$ cat config.mk
export PLATFORM = sky130hd
export DESIGN_NAME = psa_ram
export DESIGN_NICKNAME = d
export VERILOG_FILES = /design/src/pot_size_class_slab_allocator_assert.svh /design/src/psa_ram.sv
export SDC_FILE = /design/constraint.sdc
export NUM_CORES = 2
export LEC_CHECK = 0
export ABC_CLOCK_PERIOD_IN_PS = 6400
export BUFFER_PORTS_ARGS = -buffer_cell sky130_fd_sc_hd__buf_4
export CAP_MARGIN = 30
export CORE_UTILIZATION = 55
export CTS_BUF_LIST = sky130_fd_sc_hd__clkbuf_8 sky130_fd_sc_hd__clkbuf_16
export DETAILED_ROUTE_END_ITERATION = 10
export PLACE_DENSITY_LB_ADDON = 0.08
export SLEW_MARGIN = 20
export SYNTH_ARGS = -nofsm -noshare
export SYNTH_HDL_FRONTEND = slang
export SYNTH_SLANG_ARGS = --single-unit
$ cat constraint.sdc
create_clock -name clk -period 6.4 [get_ports clk]
set_clock_uncertainty 0.15 [all_clocks]
set_input_delay 0.96 -clock clk [delete_from_list [all_inputs] [get_ports clk]]
set_output_delay 0.96 -clock clk [all_outputs]
set_load 0.01 [all_outputs]
$ cat src/pot_size_class_slab_allocator_assert.svh
// Assertion macros shared by the allocator RTL.
`ifndef POT_SIZE_CLASS_SLAB_ALLOCATOR_ASSERT_SVH
`define POT_SIZE_CLASS_SLAB_ALLOCATOR_ASSERT_SVH

// Same-cycle implication, disabled while in reset.
`define PSA_ASSERT_NOW(lbl, clk, rst_n, ante, cons) \
    lbl: assert property (@(posedge clk) disable iff (!rst_n) (ante) |-> (cons)) \
        else $error("psa assertion failed");

// Next-cycle implication, disabled while in reset.
`define PSA_ASSERT_NEXT(lbl, clk, rst_n, ante, cons) \
    lbl: assert property (@(posedge clk) disable iff (!rst_n) (ante) |=> (cons)) \
        else $error("psa assertion failed");

`endif

$ cat src/psa_ram.sv
// Generic single-port RAM with registered read data.
`default_nettype none
module psa_ram #(
    parameter int WIDTH = 8,
    parameter int DEPTH = 256
) (
    input  wire logic                     clk,
    input  wire logic                     we,
    input  wire logic [$clog2(DEPTH)-1:0] addr,
    input  wire logic [WIDTH-1:0]         wdata,
    output      logic [WIDTH-1:0]         rdata
);
    logic [WIDTH-1:0] mem_reg [DEPTH];
    logic [WIDTH-1:0] rdata_reg;

    always_ff @(posedge clk)
    begin
        if (we)
        begin
            mem_reg[addr] <= wdata;
        end
        rdata_reg <= mem_reg[addr];
    end

    assign rdata = rdata_reg;
endmodule
`default_nettype wire

==> run metrics <==
FF/Latch Area=61700 sq um; Crit. End Element=register; fmax=246 MHz; R2R Setup Slk=3520 ps; startpoint of the worst hold path=wdata[1]; RSZ-0062 raised after global routing=false; area delta synth->final=11.9%; maximum vdd ir drop=0.215 mV; metal1 wirelength=75300 microns; Avg Vias per Cell=6.54; largest net degree at the start of global routing=157; Yosys top cell by area=edfxtp_1; vias in the first global route=38.5k; Nets=3689; remaining global-route overflow=0; pre-CTS setup slack=1520 ps; Max Cap Viol=0; max layer used=met5; Hold Path Stages=1; DR WL met3=16300 microns; CP arrival=4580 ps; All-Layer GR Usage=0.265; Wirelength per Cell=32.7 microns; CTS clock-pin slew for the worst setup and hold paths=60 ps; crit-path cells=buf_8, buf_12, buf_4, mux4_2, a22oi_1, a21oi_1, o41ai_1, buf_4, nand4_1; Yosys top cell area share=0.783; PD cells=315 nW/um^2; Critical Path Fanout Max=61; Worst EP required=6910 ps; min Tclk post-route=4070 ps; worst setup margin=2330 ps; I/O pin total=26; library cells used by synthesis=22; Final Max Tran Viols=0; routed wire length=187000 microns; CTS tree=done; Sink Count=2056; die height=380 microns; max FFs per register=2048; share of layout cells above drive strength 1=0.252; Clock Path Buffers=3; DRC=0; num rows=138; final setup fails=0; RePlAce Congestion=0.823; placed insts=5351; clk_lat worst skew=830 ps; Layout Cells excl Fill=5729; hold bufs inserted after CTS=0; min-delay worst type=primary input to register; syn avg cell area=22.1 sq um; Die Footprint=144000 sq um; Max-slew headroom=0.214; post-synthesis cell area=78500 sq um; antenna-violating nets left=0; H-tree level count=4; Syn Nets=3565; root buffer cell=clkbuf_16; Resize count post-CTS=0; fill count=9693; setup_tns=0 ps; PortBufs=25; final count of hold timing violations=0; Setup crit start kind=primary input; DRT iter0 DRCs=4637; worst-case hold slack=512 ps; commonest non-fill, non-tap cell in the layout=edfxtp_1; RR Startpoint=mem_reg[125][6]; vias=37.5k; max incr delay on CP=830 ps; critical path's slowest cell=o41ai_1; Seq/Total Area, Yosys=0.786; period utilization=0.636; Setup Crit Path Kind=primary input to register; crit-path most repeated cell=buf_4; Final Power=27700 uW; Worst-Margin Slew=1180 ps; diodes inserted=0; top cells by area in the synthesized netlist=edfxtp_1 78%, mux4_2 15%, a22oi_1 2.4%; DR WL met2=91700 microns; synth warn=0; Pre-antenna DRT Iters=6; Synth Instances=3547; post-CTS setup buffer count=0; outcome=finished, final reports clean; critical path buffer and inverter count=4; FF+latch count, synth=2056; antenna violations before repair=9; die width=380 microns; reg2reg end=rdata[6]; R2R depth=5; Leak=0.0268 uW; DPL Wire Length=109000 microns; commonest cells after routing, fill and taps aside=2048 x edfxtp_1, 512 x mux4_2, 256 x a22oi_1; Num CTS Buffers=201; core area=142000 sq um; Hold EP=mem_reg[127][1]; area of the multi-input gates=15900 sq um; first-pass GRT wire length=274000 microns; CP delay by family, top=buffers and inverters; Starting Density=0.554
==> synthesized netlist by cell type (all sizes together) <==
cell / n
clkbuf: 145
mux4: 512
nor2b: 7
a21oi: 128
inv: 1
nand2: 28
nor3: 30
or2: 2
o41ai: 32
a22oi: 256
edfxtp: 2048
or3: 1
buf: 87
nand3: 13
nand4: 8
and2: 3
nor2: 232
dfxtp: 8
nand2b: 6
==> final cells by class <==
type,instances,area share
clock buffer,210,0.0595
clock inverter,161,0.0144
inverter,1,0.0000427
multi-input combinational,1258,0.181
sequential,2056,0.702
tap,1890,0.0269
timing repair buffer,153,0.0165
==> where the power goes <==
group | switching [uW] | total [uW] | internal [uW]
combinational | 801 | 1230 | 427
sequential | 26.7 | 14900 | 14800
clock | 4890 | 11600 | 6670
total | 5720 | 27700 | 21900
==> worst max-delay path by stage <==
stage             from               to  slack (ps)  cells past startpoint
2_1_floorplan  addr[1]  mem_reg[111][0]        3070                      9
6_report       addr[0]         rdata[6]        2330                      9
4_1_cts        addr[0]         rdata[6]        2380                      9
5_1_grt        addr[0]         rdata[6]        2020                      9
3_5_place_dp   addr[0]         rdata[6]        1520                      9
3_3_place_gp   addr[0]         rdata[1]         870                      8
==> cell families (layout without fill, tap and decap cells) <==
kind of cell | count (synthesis) | after routing | share of synthesized area
AO/OA/AOI/OAI | 416 | 416 | 0.0362
AND/OR/NAND/NOR | 330 | 330 | 0.0173
flip-flops | 2056 | 2056 | 0.786
buffers and inverters | 233 | 525 | 0.0140
multiplexers | 512 | 512 | 0.147
==> routing by layer <==
metal	up-vias	track usage
met2	1738	0.418
li1	15332	-
met3	258	0.0497
met1	20149	0.386
met5	-	0
met4	10	0.0673
==> metrics by stage <==
step	instance area, sq um	util
final	87800	0.620
after global routing	87800	0.620
after CTS	87700	0.619
after detailed placement	81200	0.574
after global placement	81100	0.573
after floorplan	78500	-
Note: power is estimated with default switching activity, not from simulation.
